## src/sv/pptx_pkg.sv

```systemverilog
package pptx_pkg;

    // fixed framing constants
    localparam logic [10:0] MIN_FRAME_LEN    = 11'd60;
    localparam logic [7:0]  SLOT_PAGE_OFFSET = 8'd6;

    // slot modes (code 3 never arises and is handled like waiting)
    localparam logic [1:0] MODE_EMPTY   = 2'd0;
    localparam logic [1:0] MODE_WAITING = 2'd1;
    localparam logic [1:0] MODE_SENDING = 2'd2;

    // operation codes
    localparam logic OP_SUBMIT = 1'b0;
    localparam logic OP_DONE   = 1'b1;

    // register map: index is paddr[2]
    localparam int unsigned PADDR_W = 3;
    localparam logic REG_BASE_PAGE = 1'b0;
    localparam logic REG_PP_EN     = 1'b1;

    localparam logic [7:0] BASE_PAGE_RST = 8'd64;
    localparam logic       PP_EN_RST     = 1'b1;

    typedef struct packed {
        logic        op;
        logic [10:0] pkt_len;
    } t_in_word;

    typedef struct packed {
        logic        accepted;
        logic [7:0]  copy_page;
        logic        start_send;
        logic [10:0] send_len;
        logic [7:0]  send_page;
        logic        busy_res;
        logic        unexpected_done;
    } t_out_word;

    typedef struct packed {
        logic [7:0] base_page;
        logic       pp_en;
    } t_cfg;

    // controller to datapath
    typedef struct packed {
        logic load;
    } t_dp_cmd;

    typedef enum logic [1:0] {
        ST_IDLE = 2'b01,
        ST_FULL = 2'b10
    } t_state;

endpackage

```

## src/sv/pptx_regs.sv

```systemverilog
module pptx_regs (
    input  logic                           i_clk,
    input  logic                           i_rst_n,
    input  logic                           psel,
    input  logic                           penable,
    input  logic                           pwrite,
    input  logic [pptx_pkg::PADDR_W-1:0]   paddr,
    input  logic [31:0]                    pwdata,
    output logic [31:0]                    prdata,
    output logic                           pready,
    output pptx_pkg::t_cfg                 o_cfg
);

    logic [7:0] r_base_page;
    logic       r_pp_en;
    logic       wr_en;

    assign pready = 1'b1;
    assign wr_en  = psel && penable && pwrite;

    // register writes
    always_ff @(posedge i_clk) begin
        if (!i_rst_n) begin
            r_base_page <= pptx_pkg::BASE_PAGE_RST;
            r_pp_en     <= pptx_pkg::PP_EN_RST;
        end else if (wr_en) begin
            unique case (paddr[2])
                pptx_pkg::REG_BASE_PAGE: r_base_page <= pwdata[7:0];
                pptx_pkg::REG_PP_EN:     r_pp_en     <= pwdata[0];
                default:                 r_pp_en     <= r_pp_en;
            endcase
        end
    end

    // read mux
    always_comb begin
        unique case (paddr[2])
            pptx_pkg::REG_BASE_PAGE: prdata = {24'd0, r_base_page};
            pptx_pkg::REG_PP_EN:     prdata = {31'd0, r_pp_en};
            default:                 prdata = 32'd0;
        endcase
    end

    assign o_cfg.base_page = r_base_page;
    assign o_cfg.pp_en     = r_pp_en;

endmodule

```

## src/sv/pptx_ctrl.sv

```systemverilog
module pptx_ctrl (
    input  logic               i_clk,
    input  logic               i_rst_n,
    input  logic               i_in_valid,
    input  logic               i_out_ready,
    output logic               o_in_ready,
    output logic               o_out_valid,
    output pptx_pkg::t_dp_cmd  o_cmd
);

    pptx_pkg::t_state r_state;
    pptx_pkg::t_state n_state;
    logic             take;

    // a new word may enter when the result register is empty or being drained
    assign o_in_ready  = (r_state == pptx_pkg::ST_IDLE) || i_out_ready;
    assign o_out_valid = (r_state == pptx_pkg::ST_FULL);
    assign take        = i_in_valid && o_in_ready;
    assign o_cmd.load  = take;

    // next state
    always_comb begin
        n_state = r_state;
        unique case (r_state)
            pptx_pkg::ST_IDLE: begin
                if (take) n_state = pptx_pkg::ST_FULL;
            end
            pptx_pkg::ST_FULL: begin
                if (i_out_ready && !take) n_state = pptx_pkg::ST_IDLE;
            end
            default: n_state = pptx_pkg::ST_IDLE;
        endcase
    end

    always_ff @(posedge i_clk) begin
        if (!i_rst_n) begin
            r_state <= pptx_pkg::ST_IDLE;
        end else begin
            r_state <= n_state;
        end
    end

endmodule

```

## src/sv/pptx_dp.sv

```systemverilog
module pptx_dp (
    input  logic                i_clk,
    input  logic                i_rst_n,
    input  pptx_pkg::t_dp_cmd   i_cmd,
    input  pptx_pkg::t_cfg      i_cfg,
    input  pptx_pkg::t_in_word  i_in_word,
    output pptx_pkg::t_out_word o_out_word
);

    logic [1:0]          r_a_mode, n_a_mode;
    logic [1:0]          r_b_mode, n_b_mode;
    logic [10:0]         r_a_len, n_a_len;
    logic [10:0]         r_b_len, n_b_len;
    logic                r_xmit, n_xmit;
    logic                r_busy, n_busy;
    pptx_pkg::t_out_word r_res, n_res;

    logic [10:0] padded;
    logic [7:0]  page_b;
    logic        b_waiting;

    assign padded    = (i_in_word.pkt_len < pptx_pkg::MIN_FRAME_LEN) ?
                       pptx_pkg::MIN_FRAME_LEN : i_in_word.pkt_len;
    assign page_b    = i_cfg.base_page + pptx_pkg::SLOT_PAGE_OFFSET;
    assign b_waiting = (r_b_mode != pptx_pkg::MODE_EMPTY) &&
                       (r_b_mode != pptx_pkg::MODE_SENDING);

    // slot bookkeeping for one word
    always_comb begin
        n_a_mode = r_a_mode;
        n_b_mode = r_b_mode;
        n_a_len  = r_a_len;
        n_b_len  = r_b_len;
        n_xmit   = r_xmit;
        n_busy   = r_busy;
        n_res    = '0;

        if (i_in_word.op == pptx_pkg::OP_SUBMIT) begin
            if (i_in_word.pkt_len != 11'd0 && !r_busy) begin
                if (i_cfg.pp_en) begin
                    priority if (r_a_mode == pptx_pkg::MODE_EMPTY) begin
                        n_res.accepted  = 1'b1;
                        n_res.copy_page = i_cfg.base_page;
                        n_a_len         = padded;
                        n_a_mode        = r_xmit ? pptx_pkg::MODE_WAITING
                                                 : pptx_pkg::MODE_SENDING;
                    end else if (r_b_mode == pptx_pkg::MODE_EMPTY) begin
                        n_res.accepted  = 1'b1;
                        n_res.copy_page = page_b;
                        n_b_len         = padded;
                        n_b_mode        = r_xmit ? pptx_pkg::MODE_WAITING
                                                 : pptx_pkg::MODE_SENDING;
                    end else begin
                        n_res.accepted  = 1'b0;
                    end
                    if (n_res.accepted && !r_xmit) begin
                        n_res.start_send = 1'b1;
                        n_res.send_len   = padded;
                        n_res.send_page  = n_res.copy_page;
                        n_xmit           = 1'b1;
                    end
                    if (n_res.accepted && n_a_mode != pptx_pkg::MODE_EMPTY &&
                        n_b_mode != pptx_pkg::MODE_EMPTY) begin
                        n_busy = 1'b1;
                    end
                end else begin
                    // single slot: send at once and hold off until done
                    n_res.accepted   = 1'b1;
                    n_res.copy_page  = i_cfg.base_page;
                    n_res.start_send = 1'b1;
                    n_res.send_len   = padded;
                    n_res.send_page  = i_cfg.base_page;
                    n_xmit           = 1'b1;
                    n_busy           = 1'b1;
                end
            end
        end else begin
            if (i_cfg.pp_en) begin
                priority if (r_a_mode == pptx_pkg::MODE_SENDING) begin
                    n_a_mode = pptx_pkg::MODE_EMPTY;
                    n_busy   = 1'b0;
                    if (b_waiting) begin
                        n_res.start_send = 1'b1;
                        n_res.send_len   = r_b_len;
                        n_res.send_page  = page_b;
                        n_b_mode         = pptx_pkg::MODE_SENDING;
                        n_xmit           = 1'b1;
                    end else begin
                        n_xmit = 1'b0;
                    end
                end else if (r_b_mode == pptx_pkg::MODE_SENDING) begin
                    n_b_mode = pptx_pkg::MODE_EMPTY;
                    n_busy   = 1'b0;
                    if (r_a_mode != pptx_pkg::MODE_EMPTY) begin
                        n_res.start_send = 1'b1;
                        n_res.send_len   = r_a_len;
                        n_res.send_page  = i_cfg.base_page;
                        n_a_mode         = pptx_pkg::MODE_SENDING;
                        n_xmit           = 1'b1;
                    end else begin
                        n_xmit = 1'b0;
                    end
                end else begin
                    n_res.unexpected_done = 1'b1;
                end
            end else begin
                n_xmit = 1'b0;
                n_busy = 1'b0;
            end
        end
        n_res.busy_res = n_busy;
    end

    // slot state
    always_ff @(posedge i_clk) begin
        if (!i_rst_n) begin
            r_a_mode <= pptx_pkg::MODE_EMPTY;
            r_b_mode <= pptx_pkg::MODE_EMPTY;
            r_a_len  <= 11'd0;
            r_b_len  <= 11'd0;
            r_xmit   <= 1'b0;
            r_busy   <= 1'b0;
        end else if (i_cmd.load) begin
            r_a_mode <= n_a_mode;
            r_b_mode <= n_b_mode;
            r_a_len  <= n_a_len;
            r_b_len  <= n_b_len;
            r_xmit   <= n_xmit;
            r_busy   <= n_busy;
        end
    end

    // result register
    always_ff @(posedge i_clk) begin
        if (i_cmd.load) begin
            r_res <= n_res;
        end
    end

    assign o_out_word = r_res;

endmodule

```

## src/sv/pingpong_tx_buffer_sequencer.sv

```systemverilog
// channel  | dir | handshake                  | word
// ---------+-----+----------------------------+-----------------------------------
// in       | in  | i_in_valid / o_in_ready    | i_in_word  (op, pkt_len)
// out      | out | o_out_valid / i_out_ready  | o_out_word (accepted .. unexpected_done)
// config   | in  | psel, penable, pwrite      | paddr, pwdata, prdata, pready
//
// each word is decided in the cycle it is accepted; its result is valid the next cycle
// one word per cycle while the output is drained; a word can enter in the cycle its
// predecessor's result is taken, set by the single output register
// synchronous active-low reset empties both slots and loads register reset values
// a stalled output holds its result and blocks further input
module pingpong_tx_buffer_sequencer (
    input  logic                          i_clk,
    input  logic                          i_rst_n,
    input  logic                          i_in_valid,
    output logic                          o_in_ready,
    input  pptx_pkg::t_in_word            i_in_word,
    output logic                          o_out_valid,
    input  logic                          i_out_ready,
    output pptx_pkg::t_out_word           o_out_word,
    input  logic                          psel,
    input  logic                          penable,
    input  logic                          pwrite,
    input  logic [pptx_pkg::PADDR_W-1:0]  paddr,
    input  logic [31:0]                   pwdata,
    output logic [31:0]                   prdata,
    output logic                          pready
);

    pptx_pkg::t_cfg    cfg;
    pptx_pkg::t_dp_cmd cmd;

    pptx_regs u_regs (
        .i_clk   (i_clk),
        .i_rst_n (i_rst_n),
        .psel    (psel),
        .penable (penable),
        .pwrite  (pwrite),
        .paddr   (paddr),
        .pwdata  (pwdata),
        .prdata  (prdata),
        .pready  (pready),
        .o_cfg   (cfg)
    );

    pptx_ctrl u_ctrl (
        .i_clk       (i_clk),
        .i_rst_n     (i_rst_n),
        .i_in_valid  (i_in_valid),
        .i_out_ready (i_out_ready),
        .o_in_ready  (o_in_ready),
        .o_out_valid (o_out_valid),
        .o_cmd       (cmd)
    );

    pptx_dp u_dp (
        .i_clk      (i_clk),
        .i_rst_n    (i_rst_n),
        .i_cmd      (cmd),
        .i_cfg      (cfg),
        .i_in_word  (i_in_word),
        .o_out_word (o_out_word)
    );

endmodule

```

## config.mk

```make
export PLATFORM = sky130hd
export DESIGN_NAME = pingpong_tx_buffer_sequencer
export DESIGN_NICKNAME = d
export VERILOG_FILES = /design/src/sv/pptx_pkg.sv /design/src/sv/pptx_regs.sv /design/src/sv/pptx_ctrl.sv /design/src/sv/pptx_dp.sv /design/src/sv/pingpong_tx_buffer_sequencer.sv
export SDC_FILE = /design/constraint.sdc
export NUM_CORES = 1
export LEC_CHECK = 0
export BUFFER_PORTS_ARGS = -buffer_cell sky130_fd_sc_hd__buf_2
export CAP_MARGIN = 20
export CORE_ASPECT_RATIO = 0.8
export CORE_UTILIZATION = 50
export DETAILED_ROUTE_END_ITERATION = 8
export PLACE_DENSITY_LB_ADDON = 0.05
export SLEW_MARGIN = 10
export SYNTH_ARGS = -nofsm -noshare
export SYNTH_HDL_FRONTEND = slang
export SYNTH_SLANG_ARGS = --single-unit
```

## constraint.sdc

```tcl
create_clock -name i_clk -period 3.1 [get_ports i_clk]
set_input_delay 0.93 -clock i_clk [delete_from_list [all_inputs] [get_ports i_clk]]
set_output_delay 0.93 -clock i_clk [all_outputs]
set_load 0.05 [all_outputs]
```

After elaboration in Yosys (flattened, before gate mapping)
Index checks and enable logic that the tools add are counted.

cells by class
  multipliers = 0
  bitwise operators = 5
  shift operators = 0
  multiplexer cells = 61
  reductions and logical operators = 31
  divide/modulo/power cells = 0
  order comparisons = 1
  $add $sub $neg = 1
  equality and inequality tests = 12

operators by type and width
  cell                                                          number
  2-to-1 mux 20 bit                                             8
  case mux 32 bit (2 select lines)                              1
  2-to-1 mux 2 bit                                              26
  2-to-1 mux 9 bit                                              4
  2-to-1 mux 29 bit                                             1
  2-to-1 mux 1 bit                                              18
  AND reduction 5 bit                                           3
  less-than comparator 11 x 6 -> 1 bit (second input constant)  1
  2-to-1 mux 11 bit                                             1
  nonzero test 11 bit                                           1
  nonzero test 2 bit                                            5
  logical AND 1 bit                                             9
  adder 8 x 3 -> 8 bit (second input constant)                  1
  2-to-1 mux 8 bit                                              1
  equality test 2 bit (second input constant)                   3
  inequality test 3 x 1 -> 1 bit (second input constant)        2
  inequality test 3 x 2 -> 1 bit (second input constant)        2
  AND reduction 2 bit                                           3
  AND reduction 6 bit                                           1
  NOT 1 bit                                                     5
  zero test 2 bit                                               2
  inequality test 2 x 1 -> 1 bit (second input constant)        2
  inequality test 4 x 2 -> 1 bit (second input constant)        1
  case mux 2 bit (2 select lines)                               1
  other kinds (7)                                               9

storage, ports and cells
  memories = 0
  flip-flop bits (word level) = 70
  ROM bits = 0
  bits in writable memories = 0
  bits in latches = 0
  input port bits = 54
  output and inout port bits = 66

Longest topological paths before layout
Gate-level depths: netlist of run 1.

  word-level depth = 12
  gate-level depth with buffers = 7
  gate-level depth less buffers = 7

Cells and area by module
A second synthesis of run 1 with hierarchy kept.

unflattened totals
  cells, all modules = 397
  area total of the unflattened synthesis = 3819.9 um2

by module, submodules not included
  module     cells each  instances  area each (um2)  sequential area each (um2)
  pptx_dp    309         1          3047.9           1491.4
  pptx_regs  78          1          664.4            180.2
  pptx_ctrl  10          1          107.6            40.0

Worst setup path before layout of run 1
OpenSTA, ideal clock, no wires.

  path type = in2out
  start = in paddr[2] (netlist name)
  end = out prdata[4]
  path buffers = 1
  cell stages on the path = 2
  data required time = 2170 ps
  arrival = 1831 ps
  path slack = 339 ps
  cell sequence = clkbuf_1 nor2b_1

on the way
  longest elaborated chain between the ends = 2

RTL lines
  item                                  line                                text
  start: declaration                    pingpong_tx_buffer_sequencer.sv:24  input logic [pptx_pkg::PADDR_W-1:0] paddr,
  NOT 1 bit (no line)                   --
  case mux 32 bit (2 select lines) (*)  pptx_regs.sv:37                     unique case (paddr[2])
  end: declaration                      pingpong_tx_buffer_sequencer.sv:26  output logic [31:0] prdata,

Every way passes the cells marked *; elsewhere a longest branch is shown, timed or not. The select of a mux whose other input is x is not followed.

Worst setup path in the final report of run 1
  start = in paddr[2] (netlist name)
  end = out prdata[0]

Same word-level chain as after synthesis.

==> results of run 1 <==
==> cell usage in the layout, fill, tap and decap left out, types with 4 or more instances in the layout <==
| master | Yosys | routed |
|---|---|---|
| a21oi_1 | 12 | 12 |
| o22ai_1 | 11 | 11 |
| a21boi_0 | 8 | 8 |
| nor3_1 | 5 | 5 |
| edfxtp_1 | 31 | 31 |
| inv_1 | 8 | 8 |
| nand4_1 | 4 | 4 |
| dfxtp_1 | 39 | 39 |
| mux2i_1 | 13 | 13 |
| xnor2_1 | 6 | 6 |
| o2bb2ai_1 | 8 | 8 |
| nand2_1 | 37 | 37 |
| nor2_1 | 30 | 30 |
| buf_2 | 4 | 68 |
| buf_4 | 26 | 8 |
| nand3_1 | 33 | 33 |
| clkbuf_8 | 0 | 9 |
| conb_1 | 2 | 25 |
| nor2b_1 | 7 | 7 |
| o21ai_0 | 40 | 40 |
| or2_2 | 5 | 5 |
==> power by group <==
group | total (W) | leakage [nW] | switching (W) | internal, W
Combinational | 0.000438 | 0.869 | 0.000331 | 0.000107
Sequential | 0.00104 | 0.627 | 0.0000249 | 0.00102
Clock | 0.000700 | 0.0888 | 0.000395 | 0.000305
Total | 0.00218 | 1.58 | 0.000750 | 0.00143
==> registers in the layout, indices dropped and copies added (netlist names) <==
| register | flops |
|---|---|
| u_ctrl.r_state | 2 |
| u_dp.r_a_len | 11 |
| u_dp.r_busy | 1 |
| u_dp.r_a_mode | 2 |
| u_dp.r_xmit | 1 |
| u_dp.r_b_mode | 2 |
| u_dp.o_out_word | 31 |
| u_regs.r_base_page | 8 |
| u_dp.r_b_len | 11 |
| u_regs.r_pp_en | 1 |
==> stage by stage <==
step / hold slack, ps / setup WS (ps)
final: 478 / 489
after CTS: 479 / 490
after floorplan: 442 / 339
after detailed placement: 465 / 179
after global placement: 453 / 203
after global routing: 498 / 460
==> logic make-up (layout without fill, tap and decap cells) <==
logic type | count (synthesis) | after routing
XOR/XNOR | 7 | 7
AND/OR/NAND/NOR | 136 | 136
multiplexers | 14 | 14
AO/OA/AOI/OAI | 99 | 99
other | 2 | 25
adder cells (fa/ha/maj) | 1 | 1
flip-flops | 70 | 70
buffers and inverters | 54 | 101
==> worst min path at each step <==
stage	from	to	slack, ps	depth (start not counted)
floorplan	u_dp.r_a_len[0]$_SDFFE_PN0P_	u_dp.r_a_len[0]$_SDFFE_PN0P_	440	2
global placement	u_dp.r_a_len[10]$_SDFFE_PN0P_	u_dp.r_a_len[10]$_SDFFE_PN0P_	450	2
detailed placement	u_dp.r_a_len[1]$_SDFFE_PN0P_	u_dp.r_a_len[1]$_SDFFE_PN0P_	470	2
CTS	u_dp.r_b_len[9]$_SDFFE_PN0P_	u_dp.r_b_len[9]$_SDFFE_PN0P_	480	2
global route	u_dp.r_b_len[0]$_SDFFE_PN0P_	u_dp.r_b_len[0]$_SDFFE_PN0P_	500	2
finish	u_dp.r_a_len[10]$_SDFFE_PN0P_	u_dp.r_a_len[10]$_SDFFE_PN0P_	480	2
==> worst register-to-register path: cells and delay by family, from the launching register on <==
kind            cells  cell delay (ps)
simple gates        3              910
compound gates      2              440
flops               1              610
==> per-layer routing <==
metal	routed length [um]	track usage
met2	3400	0.338
met1	3870	0.322
met4	97	0.0627
met3	494	0.0657
met5	0	0
==> cell type report <==
class / instances / area share
well taps: 87 / 0.0269
flip-flops and latches: 70 / 0.423
clock inverters: 7 / 0.0151
repair buffers: 77 / 0.104
multi-input cells: 282 / 0.393
inverters: 8 / 0.00742
clock buffers: 9 / 0.0306
==> Yosys cell counts, drive strengths merged, types with 2 or more instances <==
cell     count  area share
nor3b        2      0.0042
a22o         2      0.0049
a21boi       8       0.017
conb         2      0.0021
clkbuf      13       0.014
and2         2      0.0035
mux2i       13       0.037
o211ai       3      0.0063
a21o         3      0.0063
inv          8      0.0085
o2bb2ai      8       0.020
or2          5      0.0088
a21oi       14       0.022
buf         33       0.070
nor2b        7       0.012
nor2        31       0.034
edfxtp      31        0.26
or4          3      0.0074
xnor2        6       0.015
nor3         5      0.0071
nand2       37       0.039
o22ai       11       0.019
o21a         2      0.0042
nand2b       2      0.0035
o21ai       41       0.058
nand4        4      0.0071
dfxtp       39        0.22
nand3       33       0.047
==> flow_summary.json, run 1 <==
{
  "placement.io_buffers": 68,
  "grt_pass1_vias": 2571,
  "cts_hold_buf": 0,
  "fmax_mhz": 383,
  "r2r_slack_ps": 1030,
  "hpwl_um": 5630,
  "slowest_stage": "mux2_2",
  "tightest_slew_ps": 638,
  "ys_async_sr_fraction": 0,
  "cp_num_buf_inv": 2,
  "setup_viol": 0,
  "syn_inst": 383,
  "cts-buffers-inserted": 9,
  "synthSimpleGateAreaFrac": 0.188,
  "setup.worst_path.end_class": "output port",
  "endpoint": "prdata[0]",
  "first_pass_iters": 5,
  "post-place-cells": 524,
  "dpl_cell_area_um2": 3860,
  "fin_area_um2": 4050,
  "diodes": 0,
  "synthAdderAreaFrac": 0.00353,
  "maxCapViolations": 0,
  "fillers": 637,
  "synth_top_family_by_area": "simple AND/OR/NAND/NOR gates",
  "core_area_um2": 6860,
  "hold_class": "flip-flop to flip-flop",
  "tritoncts": "done",
  "min_period_ps": 2610,
  "reg2reg_from": "u_regs.r_pp_en$_SDFFE_PN1P_",
  "crit_start": "paddr[2]",
  "initial_core_util": 0.517,
  "viasPerCell": 5.35,
  "synth_compound_area_frac": 0.174,
  "path_clk_slew_ps": 90,
  "area_growth_syn_to_layout_pct": 14.1,
  "leakage_nw": 1.58,
  "cts-resized-gates": 0,
  "cp.depth": 3,
  "fp.dieH_um": 77.3,
  "critical_path.max_stage_delay_ps": 350,
  "final_nets": 503,
  "htree_levels": 3,
  "slew_headroom": 0.575,
  "ys_seq_area_frac": 0.483,
  "ys.flop_type": "dfxtp_1",
  "cts_buffer_depth": 2,
  "totalPowerFinal_w": 0.00218,
  "synth_edf_count": 31,
  "antenna_found_initial": 0,
  "fin_tns_setup_ps": 0,
  "required_ps": 2170,
  "syn_area_um2": 3550,
  "wl_per_cell_um": 14.6,
  "r2r-end": "u_dp.r_b_len[3]$_SDFFE_PN0P_",
  "clock-sinks": 70,
  "grt_max_degree": 40,
  "layout.cells.non_filler": 540,
  "ys_warn_count": 0,
  "drive_above_1_share": 0.232,
  "gp_congestion": 0.901,
  "ir_worst_vdd_mv": 0.281,
  "startpoint_type": "input pin",
  "overflow": 0,
  "register_area_um2": 1710,
  "criticalPathCategory": "input pin to output port",
  "die_area_um2": 7440,
  "syn_avg_cell_area_um2": 9.26,
  "ys_seq_elements": 70,
  "grt_usage": 0.227,
  "num_rows": 27,
  "rsz0062_at_grt": "false",
  "p_per_area_nw_per_um2": 539,
  "period_share": 0.842,
  "multi_input_area_um2": 1590,
  "synth.area.mux_share": 0.0399,
  "cp_common_cell": "buf_2",
  "hold_viol": 0,
  "crit_family": "buffers and inverters",
  "post_cts_buffers": 0,
  "grt_pass1_wl_um": 12700,
  "crit_path_cell_trace": "buf_2 > mux2_2 > buf_2",
  "synth_cell_type_count": 50,
  "outcome": "finished, final reports clean",
  "rr_worst_depth": 5,
  "io_pins": 120,
  "drt_iter0_markers": 166,
  "drcViolationCount": 0,
  "drtAntennaViolNets": 0,
  "clk_latency_ps": 360,
  "utilization": 0.590,
  "critPathArrivalTime_ps": 1680,
  "drv_slew": 0,
  "synth_xor_area_frac": 0.0173,
  "root_buffer": "clkbuf_8",
  "die_w_um": 96.2,
  "cp_max_fo": 11,
  "vias": 2891,
  "routed_wl_um": 7870,
  "finClkSkew_ps": 9.77
}
No activity file was read; power rests on OpenSTA's default activity.
==> run 2, diff against run 1 <==
==> constraint.sdc (replaced) <==
create_clock -name i_clk -period 2.5 [get_ports i_clk]
set_input_delay 0.75 -clock i_clk [delete_from_list [all_inputs] [get_ports i_clk]]
set_output_delay 0.75 -clock i_clk [all_outputs]
set_load 0.05 [all_outputs]
==> run 2 against run 1 <==
The run now ends with DRC left. Sequential share of layout area fell by 1.7 points. Via count up 1.4%. Register-to-register slack got worse by 540 ps. Design area increased by 4.2%. Clock skew is 5.0 ps lower. Global-route usage is 0.33 points higher. Critical endpoint unchanged. Largest power group unchanged. Highest routed layer unchanged.
==> flow_summary.json, run 2 (synthesis gave the netlist of run 1 again) <==
{
  "outcome": "complete, but fails checks",
  "failed_checks": "DRC",
  "placement.io_buffers": 68,
  "htree_levels": 3,
  "grt_max_degree": 51,
  "routed_wl_um": 7890,
  "drcViolationCount": 2,
  "required_ps": 1750,
  "critical_path.max_stage_delay_ps": 350,
  "hpwl_um": 5660,
  "vias": 2932,
  "cp_num_buf_inv": 2,
  "cp.depth": 3,
  "rr_worst_depth": 7,
  "rsz0062_at_grt": "false",
  "crit_path_cell_trace": "buf_2 > mux2_2 > buf_2",
  "tritoncts": "done",
  "path_clk_slew_ps": 80,
  "final_cell_mix": "68 x buf_2, 40 x o21ai_0, 39 x dfxtp_1",
  "tightest_slew_ps": 522,
  "layout.cells.non_filler": 552,
  "cts_buffer_depth": 2,
  "ir_worst_vdd_mv": 0.415,
  "antenna_found_initial": 0,
  "fmax_mhz": 444,
  "slowest_stage": "mux2_2",
  "period_share": 0.901,
  "drtAntennaViolNets": 0,
  "crit_family": "buffers and inverters",
  "io_pins": 120,
  "leakage_nw": 1.68,
  "area_growth_syn_to_layout_pct": 19.0,
  "setup.worst_path.end_class": "output port",
  "final_nets": 515,
  "cts-buffers-inserted": 9,
  "r2r_slack_ps": 490,
  "clk_latency_ps": 350,
  "whs_ps": 474,
  "cp_common_cell": "buf_2",
  "hold_class": "flip-flop to flip-flop",
  "die_w_um": 96.2,
  "die_area_um2": 7440,
  "cts_hold_buf": 0,
  "grt_usage": 0.231,
  "grt_pass1_wl_um": 12900,
  "wl_per_cell_um": 14.3,
  "initial_core_util": 0.517,
  "dpl_cell_area_um2": 3990,
  "cts-resized-gates": 0,
  "setup_viol": 0,
  "startpoint_type": "input pin",
  "viasPerCell": 5.31,
  "gp_congestion": 0.870,
  "drt_iter0_markers": 175,
  "clock-sinks": 70,
  "p_per_area_nw_per_um2": 690,
  "criticalPathCategory": "input pin to output port",
  "grt_pass1_vias": 2610,
  "finClkSkew_ps": 4.81,
  "setup_ws_ps": 248,
  "drive_above_1_share": 0.252,
  "fin_area_um2": 4220,
  "hold_viol": 0,
  "overflow": 0,
  "fp.dieH_um": 77.3,
  "r2r-end": "u_dp.o_out_word[9]$_DFFE_PP_",
  "cp_max_fo": 11,
  "largest_register_ffs": 31,
  "first_pass_iters": 6,
  "hold_start": "u_dp.r_b_len[8]$_SDFFE_PN0P_",
  "crit_start": "paddr[2]",
  "post_cts_buffers": 0,
  "reg2reg_from": "u_regs.r_base_page[1]$_SDFFE_PN0P_",
  "root_buffer": "clkbuf_8",
  "slew_headroom": 0.651,
  "critPathArrivalTime_ps": 1500,
  "core_area_um2": 6860,
  "utilization": 0.615,
  "maxCapViolations": 0,
  "diodes": 0,
  "place_ws_ps": -99.9,
  "num_rows": 27,
  "post-place-cells": 536,
  "layout_commonest_cell": "buf_2",
  "drv_slew": 0,
  "endpoint": "prdata[0]",
  "min_period_ps": 2250
}
run 2: worst min-delay path by stage:
stage	end	slack, ps	cells after the start
final	u_dp.r_b_len[8]$_SDFFE_PN0P_	470	2
after global routing	u_dp.r_a_len[3]$_SDFFE_PN0P_	510	2
after CTS	u_dp.r_b_len[2]$_SDFFE_PN0P_	480	2
after detailed placement	u_dp.r_b_len[2]$_SDFFE_PN0P_	460	2
after global placement	u_dp.r_b_len[0]$_SDFFE_PN0P_	450	2
after floorplan	u_dp.r_a_len[0]$_SDFFE_PN0P_	440	2
run 2: report_power, final:
| group | switching, W | total (W) | internal [W] |
|---|---|---|---|
| registers | 0.0000291 | 0.00129 | 0.00126 |
| logic | 0.000415 | 0.000570 | 0.000155 |
| clock network | 0.000475 | 0.00105 | 0.000577 |
| total | 0.000919 | 0.00291 | 0.00199 |
run 2: cell type report:
cell class / count / area [um2]
Clock inverter: 7 / 105
Fill cell: 592 / 2640
Multi-Input combinational cell: 282 / 1590
Clock buffer: 9 / 124
Sequential cell: 70 / 1710
Tap cell: 87 / 109
Timing Repair Buffer: 89 / 548
Inverter: 8 / 30.0
run 2: tightest hold or removal path, stage by stage, from the launching register on:
cell and delay, ps:
dfxtp_1 320, nand3_1 50, o21ai_0 60
run 2: routing by layer:
metal / part of all wire / global-route usage / up-vias / routed length (um)
met5: 0 / 0 / - / 0
met4: 0.0079 / 0.0537 / 0 / 62
met3: 0.073 / 0.0647 / 5 / 574
met2: 0.44 / 0.335 / 104 / 3500
met1: 0.47 / 0.339 / 1343 / 3740
li1: - / - / 1480 / -
run 2: metrics by stage:
step | TNS, ps | total power [W]
after floorplan | 0 | 0.00177
after global placement | -1250 | 0.00188
after detailed placement | -1250 | 0.00189
after CTS | 0 | 0.00294
after global routing | 0 | 0.00303
final | 0 | 0.00291
==> run 3, diff against run 2 <==
--- a/config.mk
+++ b/config.mk
@@ -8,7 +8,7 @@
 export BUFFER_PORTS_ARGS = -buffer_cell sky130_fd_sc_hd__buf_2
 export CAP_MARGIN = 20
 export CORE_ASPECT_RATIO = 0.8
-export CORE_UTILIZATION = 50
+export CORE_UTILIZATION = 30
 export DETAILED_ROUTE_END_ITERATION = 8
 export PLACE_DENSITY_LB_ADDON = 0.05
 export SLEW_MARGIN = 10
==> constraint.sdc (replaced) <==
create_clock -name i_clk -period 2.1 [get_ports i_clk]
set_input_delay 0.63 -clock i_clk [delete_from_list [all_inputs] [get_ports i_clk]]
set_output_delay 0.63 -clock i_clk [all_outputs]
set_load 0.05 [all_outputs]
==> run 3 against run 2 <==
Clock power rose by 57%. Die area rose by 65%. Core utilization fell by 22 points. Sequential power rose by 19%. Highest routed layer unchanged. The flow now finishes without violations. Combinational power rose by 26%. Power rose by 34%. Final cell count rose by 14%. Largest power group is now the clock network. Sequential share of layout area fell by 2.9 points. Clock skew rose by 2.7 ps.
==> flow_summary.json, run 3 (synthesis gave the netlist of run 1 again) <==
{
  "hpwl_um": 6780,
  "cts_buffer_depth": 2,
  "clock-sinks": 70,
  "cp_max_fo": 4,
  "leakage_nw": 1.82,
  "largest_register_ffs": 31,
  "antenna_found_initial": 0,
  "min_period_ps": 2060,
  "maxCapViolations": 0,
  "utilization": 0.395,
  "critPathArrivalTime_ps": 2130,
  "drive_above_1_share": 0.281,
  "grt_max_degree": 29,
  "placement.io_buffers": 68,
  "fmax_mhz": 486,
  "whs_ps": 471,
  "crit_path_cell_trace": "buf_2 > or4_4 > and4bb_4 > or2_4 > a21o_1 > buf_4 > o22ai_1",
  "grt_usage": 0.160,
  "hold_class": "flip-flop to flip-flop",
  "setup_viol": 0,
  "dpl_cell_area_um2": 4220,
  "htree_levels": 3,
  "slowest_stage": "or4_4",
  "drcViolationCount": 0,
  "drtAntennaViolNets": 0,
  "slew_headroom": 0.627,
  "tightest_slew_ps": 560,
  "criticalPathCategory": "input pin to flip-flop",
  "totalPowerFinal_w": 0.00391,
  "num_rows": 35,
  "rr_worst_depth": 5,
  "place_ws_ps": -307,
  "wl_per_cell_um": 14.6,
  "fin_area_um2": 4550,
  "gp_congestion": 0.810,
  "outcome": "finished, final reports clean",
  "overflow": 0,
  "vias": 3029,
  "core_area_um2": 11500,
  "ir_worst_vdd_mv": 0.332,
  "io_pins": 120,
  "layout_commonest_cell": "buf_2",
  "routed_wl_um": 9220,
  "drt_iter0_markers": 158,
  "diodes": 0,
  "required_ps": 2170,
  "fp.dieH_um": 99.3,
  "clk_latency_ps": 340,
  "initial_core_util": 0.308,
  "post_cts_buffers": 0,
  "final_nets": 534,
  "rsz0062_at_grt": "false",
  "die_w_um": 124,
  "first_pass_iters": 4,
  "final_cell_mix": "68 x buf_2, 39 x o21ai_0, 39 x dfxtp_1",
  "setup_ws_ps": 44.2,
  "die_area_um2": 12300,
  "finClkSkew_ps": 7.52,
  "fillers": 1198,
  "critical_path.max_stage_delay_ps": 550,
  "grt_pass1_vias": 2842,
  "p_per_area_nw_per_um2": 860,
  "setup.worst_path.end_class": "flip-flop",
  "period_share": 0.979,
  "tritoncts": "done",
  "whs_path_depth": 2,
  "viasPerCell": 4.79,
  "grt_pass1_wl_um": 14700,
  "root_buffer": "clkbuf_16",
  "cts-buffers-inserted": 9,
  "startpoint_type": "input pin",
  "hold_viol": 0,
  "drv_slew": 0,
  "path_clk_slew_ps": 60,
  "area_growth_syn_to_layout_pct": 28.2
}
-- run 3: what timing repair did --
item                                    4_1_cts  5_1_grt
resized for setup                             0        1
hold buffers                                  0        0
endpoints found under the setup margin        0        1
-- run 3: layout make-up --
type,instances,area [um2],area share
clock buffer,10,229,0.0504
timing repair buffer,108,691,0.152
sequential,70,1710,0.376
multi-input combinational,282,1610,0.353
clock inverter,6,93.8,0.0206
inverter,8,30.0,0.00660
tap,148,185,0.0407
-- run 3: report_power, final --
part | internal, W | switching (W)
clock network | 0.00105 | 0.000600
logic | 0.000208 | 0.000511
registers | 0.00151 | 0.0000365
-- run 3: metal layers --
| metal | part of all wire | wire [um] | vias to the layer above | GRT usage |
|---|---|---|---|---|
| met2 | 0.41 | 3820 | 85 | 0.230 |
| met5 | 0 | 0 | - | 0 |
| met1 | 0.52 | 4750 | 1415 | 0.228 |
| met4 | 0.014 | 130 | 0 | 0.0593 |
| met3 | 0.056 | 515 | 8 | 0.0424 |
| li1 | - | - | 1521 | - |
-- run 3: path summary, 6_finish.rpt --
kind / endpoint / slack (ps) / start
setup / recovery: u_dp.o_out_word[8]$_DFFE_PP_ / 40 / i_in_word[7]
hold / removal: u_dp.r_b_len[8]$_SDFFE_PN0P_ / 470 / u_dp.r_b_len[8]$_SDFFE_PN0P_
setup reg to reg: u_dp.r_b_len[9]$_SDFFE_PN0P_ / 260 / u_ctrl.r_state[0]$_SDFFE_PN1P_
hold reg to reg: u_dp.r_b_len[8]$_SDFFE_PN0P_ / 470 / u_dp.r_b_len[8]$_SDFFE_PN0P_
-- run 3: worst max-delay path, delay by kind of cell --
family,cells,cell delay [ps]
buffers and inverters,2,270
and+or+nand+nor,3,1010
AOI/OAI and AO/OA,2,220
-- run 3: stage by stage --
step / std cells / setup TNS, ps
after floorplan: 406 / -1390
final: 632 / 0
after CTS: 632 / 0
after global routing: 632 / 0
after global placement: 616 / -11470
after detailed placement: 616 / -11770
